`config.mk`:
```
export PLATFORM = sky130hd
export DESIGN_NAME = hba_cell
export DESIGN_NICKNAME = d
export VERILOG_FILES = /design/src/hdl/assert_macros.svh /design/src/hdl/hba_pkg.sv /design/src/hdl/hba_cell.sv
export SDC_FILE = /design/constraint.sdc
export NUM_CORES = 1
export LEC_CHECK = 0
export BUFFER_PORTS_ARGS = -buffer_cell sky130_fd_sc_hd__buf_4
export CAP_MARGIN = 10
export CORE_MARGIN = 2
export CORE_UTILIZATION = 44
export CTS_CLUSTER_SIZE = 16
export DETAILED_ROUTE_END_ITERATION = 8
export HOLD_SLACK_MARGIN = 0.15
export PLACE_DENSITY = 0.6
export SYNTH_ARGS = -nofsm -noshare
export SYNTH_HDL_FRONTEND = slang
export SYNTH_SLANG_ARGS = --single-unit
```
`constraint.sdc`:
```
create_clock -name clk_i -period 7.4 [get_ports clk_i]
set_input_delay 2.22 -clock clk_i [delete_from_list [all_inputs] [get_ports clk_i]]
set_output_delay 2.22 -clock clk_i [all_outputs]
set_load 0.03 [all_outputs]
```
`src/hdl/assert_macros.svh`:
```
// Assertion helper macros shared by the allocator RTL.
`ifndef ASSERT_MACROS_SVH
`define ASSERT_MACROS_SVH

// Clocked assertion, disabled while reset is held.
`define HBA_ASSERT(lbl, prop, msg) \
  lbl: assert property (@(posedge clk_i) disable iff (!rst_ni) prop) else $error(msg);

// Implication form of the clocked assertion.
`define HBA_ASSERT_IMP(lbl, ante, cons, msg) \
  `HBA_ASSERT(lbl, (ante) |-> (cons), msg)

`endif

```
`src/hdl/hba_pkg.sv`:
```
// Types, constants and helper functions of the hierarchical bitmap allocator.
package hba_pkg;

  localparam int unsigned LEVELS     = 3;
  localparam int unsigned DIGIT_W    = 6;
  localparam int unsigned ID_W       = DIGIT_W * LEVELS;
  localparam int unsigned MAXSEG_W   = 19;
  localparam int unsigned STATUS_W   = 2;
  localparam int unsigned CLR_W      = (LEVELS > 1) ? DIGIT_W * (LEVELS - 1) : 1;
  localparam int unsigned PADDR_W    = 3;
  localparam logic [MAXSEG_W-1:0] MAXSEG_RESET = MAXSEG_W'(262144);

  localparam logic CMD_ALLOC = 1'b0;
  localparam logic CMD_FREE  = 1'b1;

  localparam logic [STATUS_W-1:0] ST_OK   = 2'd0;
  localparam logic [STATUS_W-1:0] ST_FULL = 2'd1;
  localparam logic [STATUS_W-1:0] ST_DBL  = 2'd2;

  localparam logic [0:0] REG_MAXSEG = 1'b0;

  // Request travelling down the chain, one level per hop.
  typedef struct packed {
    logic            vld;
    logic            alloc;
    logic [ID_W-1:0] fid;
    logic [ID_W-1:0] row;
  } dn_tok_t;

  // Completion travelling back up the chain.
  typedef struct packed {
    logic                vld;
    logic                clr;
    logic [ID_W-1:0]     id;
    logic [STATUS_W-1:0] status;
  } up_tok_t;

  // Index of the lowest set bit, zero for an empty word.
  function automatic logic [DIGIT_W-1:0] lowest_set(input logic [63:0] w);
    logic [DIGIT_W-1:0] r;
    r = '0;
    for (int i = 63; i >= 0; i--) begin
      if (w[i]) r = DIGIT_W'(i);
    end
    return r;
  endfunction

endpackage

```
`src/hdl/hba_cell.sv`:
```
// One tree level: its mask memory, down-walk step and up-walk update.
module hba_cell #(
  parameter int unsigned LV = 0
) (
  input  logic                   clk_i,
  input  logic                   rst_ni,
  input  logic                   clr_en_i,
  input  logic [hba_pkg::CLR_W-1:0]    clr_addr_i,
  input  logic [hba_pkg::MAXSEG_W-1:0] max_seg_i,
  input  hba_pkg::dn_tok_t       dn_i,
  output hba_pkg::dn_tok_t       dn_o,
  input  hba_pkg::up_tok_t       up_i,
  output hba_pkg::up_tok_t       up_o
);
  import hba_pkg::*;

  localparam int unsigned ADDR_W = (LV > 0) ? DIGIT_W * LV : 1;
  localparam int unsigned DEPTH  = 1 << (DIGIT_W * LV);
  localparam logic [ADDR_W-1:0] AMASK = ADDR_W'(DEPTH - 1);
  localparam bit LAST = (LV == LEVELS - 1);

  localparam logic [1:0] S_IDLE = 2'd0;
  localparam logic [1:0] S_RD   = 2'd1;
  localparam logic [1:0] S_WAIT = 2'd2;

  logic [63:0] mem [DEPTH];
  logic [63:0] rdata_q;
  logic [1:0]  state_q, state_d;
  dn_tok_t     tok_q, tok_d;
  logic [63:0] word_q, word_d;
  logic [DIGIT_W-1:0] digit_q, digit_d;
  dn_tok_t     dn_q, dn_d;
  up_tok_t     up_q, up_d;

  logic              we;
  logic [ADDR_W-1:0] waddr;
  logic [63:0]       wdata;
  logic [DIGIT_W-1:0] digit;
  logic [63:0]       bitm, cleared, held_clr;
  logic [ID_W-1:0]   new_row;

  // Step arithmetic on the word just read.
  always_comb begin
    digit    = tok_q.alloc ? lowest_set(rdata_q)
                           : tok_q.fid[ID_W-1-DIGIT_W*LV -: DIGIT_W];
    bitm     = 64'd1 << digit;
    cleared  = rdata_q & ~bitm;
    held_clr = word_q & ~(64'd1 << digit_q);
    new_row  = (tok_q.row << DIGIT_W) | ID_W'(digit);
  end

  // Sequence one level of the walk.
  always_comb begin
    state_d = state_q;
    tok_d   = tok_q;
    word_d  = word_q;
    digit_d = digit_q;
    dn_d    = '0;
    up_d    = '0;
    we      = 1'b0;
    waddr   = ADDR_W'(tok_q.row) & AMASK;
    wdata   = rdata_q;
    unique case (state_q)
      S_IDLE: begin
        if (dn_i.vld) begin
          tok_d   = dn_i;
          state_d = S_RD;
        end
      end
      S_RD: begin
        word_d  = rdata_q;
        digit_d = digit;
        state_d = S_IDLE;
        if (tok_q.alloc) begin
          if (rdata_q == '0) begin
            up_d = '{vld: 1'b1, clr: 1'b0, id: '0, status: ST_FULL};
          end else if (!LAST) begin
            dn_d     = tok_q;
            dn_d.row = new_row;
            state_d  = S_WAIT;
          end else if ({1'b0, new_row} >= max_seg_i) begin
            up_d = '{vld: 1'b1, clr: 1'b0, id: '0, status: ST_FULL};
          end else begin
            we    = 1'b1;
            wdata = cleared;
            up_d  = '{vld: 1'b1, clr: (cleared == '0), id: new_row, status: ST_OK};
          end
        end else begin
          we    = 1'b1;
          wdata = rdata_q | bitm;
          if (!LAST) begin
            dn_d     = tok_q;
            dn_d.row = new_row;
            state_d  = S_WAIT;
          end else begin
            up_d = '{vld: 1'b1, clr: 1'b0, id: '0,
                     status: rdata_q[digit] ? ST_DBL : ST_OK};
          end
        end
      end
      S_WAIT: begin
        if (up_i.vld) begin
          up_d    = up_i;
          up_d.clr = 1'b0;
          if (up_i.clr) begin
            we       = 1'b1;
            wdata    = held_clr;
            up_d.clr = (held_clr == '0);
          end
          state_d = S_IDLE;
        end
      end
      default: state_d = S_IDLE;
    endcase
    // Reset sweep fills every word with ones.
    if (clr_en_i) begin
      we    = 1'b1;
      waddr = ADDR_W'(clr_addr_i) & AMASK;
      wdata = '1;
    end
  end

  // Mask memory: one write and one registered read port.
  always_ff @(posedge clk_i) begin
    if (we) mem[waddr] <= wdata;
    if (dn_i.vld) rdata_q <= mem[ADDR_W'(dn_i.row) & AMASK];
  end

  // Hold the walk state of this level.
  always_ff @(posedge clk_i or negedge rst_ni) begin
    if (!rst_ni) begin
      state_q <= S_IDLE;
      dn_q    <= '0;
      up_q    <= '0;
    end else begin
      state_q <= state_d;
      dn_q    <= dn_d;
      up_q    <= up_d;
    end
  end

  always_ff @(posedge clk_i) begin
    tok_q   <= tok_d;
    word_q  <= word_d;
    digit_q <= digit_d;
  end

  assign dn_o = dn_q;
  assign up_o = up_q;

endmodule

```
# Word-level counts from Yosys, hierarchy flattened
# Memory sizes are Yosys's and may differ from the RTL's. A register that Yosys moved wholly into a read port is not among the register bits.
# Index checks and enable logic that the tools add are counted.
# word_totals
register_bits	163
mem_bits_rw	64
inputBits	94
elab_cells	120
mem_count	1
# mem_list
memory	depth	word_bits	rd	rd_ports_with_merged_regs	wr	line_no	source
mem	1	64	1	1	1	hba_cell.sv:26	logic [63:0] mem [DEPTH];
# classes
eq_ne	4
shift	2
mux	90
bitwise_logic	4
reduce_logical	5
# op_table
op	count
$mux W6	65
$mux W64	4
$logic_not A64 Y1	2
$pmux W64 S2	1
$shl A1 B6 Y64 const A	2
$mux W38	3
$mux W22	3
$and A64 B64 Y64	1
$not A64 Y64	1
$or A64 B64 Y64	1
$pmux W22 S2	1
$or A18 B6 Y18	1
$mux W2	4
$mux W1	7
$pmux W2 S3	1
$ne A2 B2 Y1 const B	2
$reduce_and A2 Y1	2
$eq A2 B1 Y1 const B	1
$eq A2 B2 Y1 const B	1
$logic_not A2 Y1	1
$pmux W1 S2	1

# Logic depth before layout (Yosys ltp)
# Gate-level depths: netlist of the first run.
# depth
ltp_word	70
ltp_mapped	9
depth_no_buf	8

# Least setup slack after synthesis of the first run
# No wires, ideal clock.
# synth_path
path_kind	register to register
startpoint	register state_q[1]
endpoint	memory mem[0][0], enable pin
setup_ps	503
arrival_time_ps	5691
required_time_ps	6897
path_slack_ps	1206
stages_incl_launch_ff	6
n_path_buf	1
period_less_slack_ps	6194
path_cell_list	dfrtp_1 -> inv_1 -> ha_1 -> clkbuf_1 -> nand2_1 -> o211ai_1
# synth_between
elab_chain_len	5
# synth_rtl
element	line_no	source
start, declared	hba_cell.sv:28	logic [1:0] state_q, state_d;
start signal, assigned	hba_cell.sv:136	state_q <= state_d;
$eq A2 B2 Y1 or $eq A2 B1 Y1 (tied branches)	hba_cell.sv:63	unique case (state_q)
$pmux W1 S2 *	hba_cell.sv:63	
$mux W1 *	hba_cell.sv:116	if (clr_en_i) begin
named net we	hba_cell.sv:35	logic we;
$mux W1 *	hba_cell.sv:125	if (we) mem[waddr] <= wdata;
$mux W1 (implied by the code) *	hba_cell.sv:125	
end, declared	hba_cell.sv:26	
# Mark *: on every way through the listed nets, which the timed path passes. The rest lies on a longest branch.

# Final worst setup path of the first run
# layout_path
startpoint	input port clr_en_i
endpoint	memory mem[0][39], enable pin
# layout_between
elab_chain_len	3
# layout_rtl
element	line_no	source
start, declared	hba_cell.sv:7	input logic clr_en_i,
$mux W1	hba_cell.sv:116	
named net we	hba_cell.sv:35	
$mux W1	hba_cell.sv:125	
$mux W1 (implied by the code)	hba_cell.sv:125	
# The timed path passes the listed nets, and every way through them passes these cells.

==> summary.md, run 1 <==
| Metric | Value |
|---|---|
| Post-cts resize count | 0 |
| Cell with the most instances after synthesis | edfxtp_1 |
| Non-filler instance count after layout | 1,471 |
| Port buffer count | 116 |
| Clock share of power | 0.297 |
| Sequential area share after synthesis | 0.668 |
| Synth cell count leaders | 229 x edfxtp_1, 62 x dfrtp_1, 53 x a21oi_1 |
| DR vias/cell | 6.20 |
| Top cell type's share of synthesized area | 0.545 |
| First-pass DRT Iterations | 6 |
| Global-route wire length before repair | 55.3 mm |
| Worst path bufs/invs | 3 |
| Most used routing layer | met2 |
| Met1 usage | 0.348 |
| Avg Cell Area, Syn | 13.1 µm² |
| Layout net count | 1,165 |
| Pin slew with the least headroom to its limit | 1.10 ns |
| R2R cell count | 5 |
| Total global-route track usage | 0.241 |
| Final Hold Fails | 0 |
| CP endpoint kind | flip-flop |
| Register bit total from synthesis | 291 |
| Layout cell share with drive strength beyond 1 | 0.195 |
| Register area | 8430 µm² |
| CP most frequent cell | buf_4 |
| CTS root buf | clkbuf_16 |
| Hold Startpoint | mem[0][32] |
| Maximum VDD drop | 0.000218 V |
| Clock-pin slew on the worst setup and hold paths | 0.06 ns |
| Slew Viols, Final | 0 |
| Crit-path max FO | 64 |
| Hold Crit Depth | 0 |
| Initial antenna violation count | 0 |
| Vias post-DR | 9,118 |
| Site row count | 61 |
| Internal power | 3.69 mW |
| Clk buf depth | 3 |
| Final WL | 37.0 mm |
| Grt total ovfl | 0 |
| Yosys warning count | 0 |
| Net Count, Synth | 1,063 |
| H-tree levels | 1 |
| Die area | 30,100 µm² |
| Antenna cell count | 0 |
| Number of post-CTS setup repair buffers | 0 |
| Endpoints failing setup | 0 |
| CP required | 7.58 ns |
| Synth top area cells | edfxtp_1 54%, dfrtp_1 12%, o31ai_1 2.6% |
| First DRT Iteration DRCs | 1,169 |
| Sw Ratio | 0.336 |
| Mapped cell area | 12,600 µm² |
| Post-route setup TNS | 0 ns |
| Hold Path Class | reg2reg |
| Psw | 1.87 mW |
| Min cycle time layout | 4.01 ns |
| Hold EP | rdata_q[32] |
| Clk sink count | 291 |
| Max-slew headroom | 0.258 |
| Fill count | 2,391 |
| Layout Skew | 0.0146 ns |
| Final ANT Viol Nets | 0 |
| WP data arrival | 4.19 ns |
| Outcome | complete, no violations |
| Number of global-route vias before repair | 8,742 |
| Max Cap Viol | 0 |
| R2r endpoint | mem[0][45] |
| Distinct cell type count after synthesis | 72 |
| Top cell family by delay on the critical path | buffers and inverters |
| CP Cell Sequence | buf_4, inv_1, o211ai_1, buf_4 |
| CTS Hold Bufs | 0 |
| Worst Setup Start Kind | primary input |
| Core area | 28,000 µm² |
| Critical path class | in2reg |
| Primary FF master, synth | edfxtp_1 |
| Met2 GRT Util | 0.359 |
| Area grow syn2layout | 18.3% |
| Initial Utilization | 0.451 |
| Final Cycle Share | 0.542 |
| Asr flop ratio synth | 0.213 |
| Comb pwr share | 0.237 |
| Worst r2r src | rdata_q[8] |
| Die width | 173 µm |
| Yosys top cell by area | edfxtp_1 |
| Sequential power share | 0.466 |
| Leak Pwr | 5.40 nW |
| Fmax | 249 MHz |
| R2R Setup Slk | 3.59 ns |
| Drt wl/cell | 25.1 µm |
| RSZ-0062 raised after global routing | false |
| Crit-path slowest cell | buf_4 |
| Pwr Density | 373 nW/µm² |
| TritonCTS Buffers | 31 |
| Total power | 5.56 mW |
| CTS tree | yes |
| Area of the multi-input gates | 3890 µm² |
| Number of synthesized flops with an enable pin | 229 |
| Met3 Track Usage GR | 0.0548 |
| Largest net degree at the start of global routing | 70 |
| Slowest Stage Delay on Critical Path | 0.71 ns |
| Cell count after placement | 1,413 |
| Chip Height | 173 µm |
| Worst-Skew Late Latency | 0.57 ns |
| Post-DP HPWL | 24.5 mm |
| GPL Wtd Cong | 0.948 |
| DRC errors left | 0 |
| I/O pin count | 154 |
| Synth Instances | 966 |
layout make-up:
class | instances | area share
Tap cell | 378 | 0.0317
Timing Repair Buffer | 128 | 0.0644
Multi-Input combinational cell | 594 | 0.261
Clock buffer | 39 | 0.0573
Sequential cell | 291 | 0.564
Inverter | 22 | 0.00553
Clock inverter | 19 | 0.0161
per-stage QoR:
| step | hold WS [ns] | area (µm²) | utilization | setup WS [ns] |
|---|---|---|---|---|
| 6_report | 0.406 | 14900 | 0.533 | 3.39 |
| 5_1_grt | 0.414 | 14900 | 0.533 | 3.32 |
| 4_1_cts | 0.411 | 14900 | 0.533 | 3.44 |
| 3_5_place_dp | 0.405 | 13800 | 0.494 | 2.85 |
| 3_3_place_gp | 0.400 | 13800 | 0.494 | 2.87 |
| 2_1_floorplan | 0.400 | 12600 | - | 1.21 |
logic make-up (layout without fill, tap and decap cells):
logic type	count (synthesis)	in the layout	share of synthesized area
AND/OR/NAND/NOR	299	299	0.134
adder cells (fa/ha/maj)	3	3	0.00297
AO/OA/AOI/OAI	283	283	0.162
flip-flops	291	291	0.668
multiplexers	9	9	0.00714
buffers and inverters	81	208	0.0260
sequential cells by signal, summed over array words and instances, names as in the netlist:
| name | cells |
|---|---|
| word_q | 64 |
| state_q | 2 |
| rdata_q | 64 |
| tok_q | 31 |
| up_o | 22 |
| mem | 64 |
| digit_q | 6 |
| dn_o | 38 |
worst max path at each step:
stage          cells after the start         end        from  slack, ns
2_1_floorplan                      5   mem[0][0]  state_q[1]       1.21
3_5_place_dp                       4  mem[0][52]    clr_en_i       2.85
3_3_place_gp                       4  mem[0][52]    clr_en_i       2.87
4_1_cts                            4  mem[0][56]    clr_en_i       3.44
5_1_grt                            4  mem[0][50]    clr_en_i       3.32
6_report                           4  mem[0][39]    clr_en_i       3.39
power groups by stage:
stage | Combinational, mW | Clock (mW) | Sequential (mW)
2_1_floorplan | 0.759 | 0 | 2.60
3_3_place_gp | 1.30 | 0 | 2.60
3_5_place_dp | 1.31 | 0 | 2.60
4_1_cts | 1.31 | 1.68 | 2.58
5_1_grt | 1.41 | 1.75 | 2.63
6_report | 1.32 | 1.65 | 2.59
placed cells by master, fill, tap and decap left out, drive strengths merged, types with 5 or more instances in the layout:
master and n:
and3 36, a211oi 29, edfxtp 229, buf 128, dfrtp 62, clkinv 10, and2 27, a21oi 54
o211ai 12, nand3 30, clkbuf 39, a32oi 9, o311ai 21, nand4 13, nand2 43, nor2b 12
nor3 16, a32o 6, bufinv 5, or4 9, o211a 7, o22ai 9, or2 5, nor2 51
inv 25, o21ai 35, a221oi 5, o31ai 44, a31oi 7, a31o 5, nor4 21, mux2i 9
o21a 15, nand2b 13
metal layers:
metal	share of wire	routed length, µm
met1	0.42	15400
met3	0.11	3940
met4	0.036	1330
met5	0	0
met2	0.44	16400
No activity file was read; power rests on OpenSTA's default activity.
==> run 2, diff against run 1 <==
--- a/config.mk
+++ b/config.mk
@@ -12,7 +12,7 @@
 export CTS_CLUSTER_SIZE = 16
 export DETAILED_ROUTE_END_ITERATION = 8
 export HOLD_SLACK_MARGIN = 0.15
-export PLACE_DENSITY = 0.6
+export PLACE_DENSITY = 0.63
 export SYNTH_ARGS = -nofsm -noshare
 export SYNTH_HDL_FRONTEND = slang
 export SYNTH_SLANG_ARGS = --single-unit
==> constraint.sdc (replaced) <==
create_clock -name clk_i -period 3.45 [get_ports clk_i]
set_input_delay 1.035 -clock clk_i [delete_from_list [all_inputs] [get_ports clk_i]]
set_output_delay 1.035 -clock clk_i [all_outputs]
set_load 0.03 [all_outputs]
==> summary.md, run 2 (synthesis gave the netlist of run 1 again) <==
| Metric | Value |
|---|---|
| Outcome | complete, no violations (unchanged) |
| Clock-pin slew on the worst setup and hold paths | 0.06 ns (about the same) |
| Chip Height | 173 µm (unchanged) |
| CP Cell Sequence | nor2_1, o31ai_1, a211oi_1, and2_1, or3_1, inv_1, buf_4, o311ai_0 (was buf_4, inv_1, o211ai_1, buf_4) |
| Worst Setup Start Kind | flip-flop (was primary input) |
| Vias post-DR | 9,476 (was 9,118) |
| Pwr Density | 784 nW/µm² (was 373 nW/µm²) |
| H-tree levels | 2 (was 1) |
| Hold Startpoint | mem[0][13] (was mem[0][32]) |
| Slowest Stage Delay on Critical Path | 0.51 ns (was 0.71 ns) |
| TritonCTS Buffers | 34 (was 31) |
| Pin slew with the least headroom to its limit | 1.10 ns (about the same) |
| Leak Pwr | 5.63 nW (was 5.40 nW) |
| CP endpoint kind | flip-flop (unchanged) |
| Placement Cell Area | 14,200 µm² (was 13,800 µm²) |
| Slew Viols, Final | 0 (unchanged) |
| Worst-Skew Late Latency | 0.51 ns (was 0.57 ns) |
| Drt wl/cell | 24.4 µm (was 25.1 µm) |
| Layout net count | 1,218 (was 1,165) |
| Largest net degree at the start of global routing | 86 (was 70) |
| Final Hold Fails | 0 (unchanged) |
| Number of global-route vias before repair | 9,146 (was 8,742) |
| Total power | 12.0 mW (was 5.56 mW) |
| First-pass DRT Iterations | 6 (unchanged) |
| DR vias/cell | 6.22 (was 6.20) |
| Fill count | 2,343 (was 2,391) |
| Core area | 28,000 µm² (unchanged) |
| Final ANT Viol Nets | 0 (unchanged) |
| I/O pin count | 154 (unchanged) |
| CP required | 3.67 ns (was 7.58 ns) |
| Layout Skew | 0.0257 ns (was 0.0146 ns) |
| Layout cell share with drive strength beyond 1 | 0.225 (was 0.195) |
| Biggest regs | mem (64), rdata_q (64), word_q (64) (unchanged) |
| Hold Path Class | reg2reg (unchanged) |
| Initial Utilization | 0.451 (unchanged) |
| Site row count | 61 (unchanged) |
| Most frequent cells in the layout | 229 x edfxtp_1, 176 x buf_4, 62 x dfrtp_1 (was 229 x edfxtp_1, 128 x buf_4, 62 x dfrtp_1) |
| GPL Wtd Cong | 0.964 (was 0.948) |
| Area grow syn2layout | 21.2% (was 18.3%) |
| Worst Setup SP | rdata_q[10] (was clr_en_i) |
| Post-cts resize count | 0 (unchanged) |
| Critical path class | reg2reg (was in2reg) |
| WP data arrival | 3.45 ns (was 4.19 ns) |
| Number of post-CTS setup repair buffers | 0 (unchanged) |
| Initial antenna violation count | 0 (unchanged) |
| Final Cycle Share | 0.936 |
| R2R Setup Slk | 0.22 ns (was 3.59 ns) |
| Total global-route track usage | 0.246 (was 0.241) |
| Final core occ | 0.546 (was 0.533) |
| CTS root buf | clkbuf_16 (unchanged) |
| Design Area, Final | 15,300 µm² (was 14,900 µm²) |
| R2r endpoint | mem[0][48] (was mem[0][45]) |
| CTS tree | yes (unchanged) |
| First DRT Iteration DRCs | 1,366 (was 1,169) |
| DRC errors left | 0 (unchanged) |
| Crit-path max FO | 17 (was 64) |
| Most common cell after layout, fill and taps aside | edfxtp_1 (unchanged) |
| Worst r2r src | rdata_q[10] (was rdata_q[8]) |
| RSZ-0062 raised after global routing | false (unchanged) |
| Post-Place Setup Slack | 0.339 ns (was 2.85 ns) |
| Clk buf depth | 3 (unchanged) |
| Port buffer count | 116 (unchanged) |
| Fmax | 310 MHz |
| Max-slew headroom | 0.267 (was 0.258) |
| Post-route setup TNS | 0 ns (unchanged) |
| Die width | 173 µm (unchanged) |
| Min cycle time layout | 3.23 ns |
| Worst setup margin | 0.220 ns (was 3.39 ns) |
| Crit-path slowest cell | o31ai_1 (was buf_4) |
| Clk sink count | 291 (unchanged) |
| Max Cap Viol | 0 (unchanged) |
| Final WL | 37.1 mm (was 37.0 mm) |
| Die area | 30,100 µm² (unchanged) |
| Antenna cell count | 0 (unchanged) |
| R2R cell count | 8 (was 5) |
| Maximum VDD drop | 0.000529 V (was 0.000218 V) |
| Global-route wire length before repair | 56.4 mm (was 55.3 mm) |
| CTS Hold Bufs | 0 (unchanged) |
| Post-DP HPWL | 25.5 mm (was 24.5 mm) |
| Endpoints failing setup | 0 (unchanged) |
| Critical Path Sink | mem[0][48] (was mem[0][39]) |
| Grt total ovfl | 0 (unchanged) |
run 2: changes by cell type in the layout (fill, tap and decap cells not counted), moves of 3 or more:
cell       delta
clkinv_1      +4
buf_4        +48
clkbuf_1      +5
clkbuf_16     +4
clkbuf_8      -4
bufinv_16     -3
run 2: worst max-delay path, delay by kind of cell (launching register included):
family / cells / cell delay [ns]
compound gates: 3 / 0.99
buf+inv: 2 / 0.81
flops: 1 / 0.48
simple gates: 3 / 0.66
run 2: power by group:
group | internal [mW] | total (mW) | switching, mW
Clock | 2.03 | 3.41 | 1.38
Sequential | 4.90 | 5.43 | 0.536
Combinational | 1.04 | 3.15 | 2.11
run 2: per-stage QoR:
step | hold slack (ns) | instances
2_1_floorplan | 0.400 | 966
3_3_place_gp | 0.400 | 1463
3_5_place_dp | 0.405 | 1463
4_1_cts | 0.415 | 1523
5_1_grt | 0.419 | 1523
6_report | 0.413 | 1523
run 2: how the worst min path moves through the flow:
stage | depth (start not counted) | to
2_1_floorplan | 0 | rdata_q[0]
3_3_place_gp | 0 | rdata_q[22]
3_5_place_dp | 0 | rdata_q[10]
4_1_cts | 0 | rdata_q[13]
5_1_grt | 0 | rdata_q[27]
6_report | 0 | rdata_q[13]
run 2: final cells by class:
class                      count  area (µm²)  area share
clock buffer                  44         920      0.0601
clock inverter                16         134     0.00875
inverter                      22        82.6     0.00540
multi-input combinational    594        3900       0.255
sequential                   291        8430       0.551
tap                          378         473      0.0309
timing repair buffer         178        1360      0.0890
run 2: per-layer routing:
| metal | up-vias | part of all wire | GRT usage |
|---|---|---|---|
| met1 | 4687 | 0.41 | 0.353 |
| met2 | 562 | 0.45 | 0.369 |
| met3 | 73 | 0.11 | 0.0566 |
| met5 | - | 0 | 0 |
| li1 | 4154 | - | - |
| met4 | 0 | 0.030 | 0.0830 |
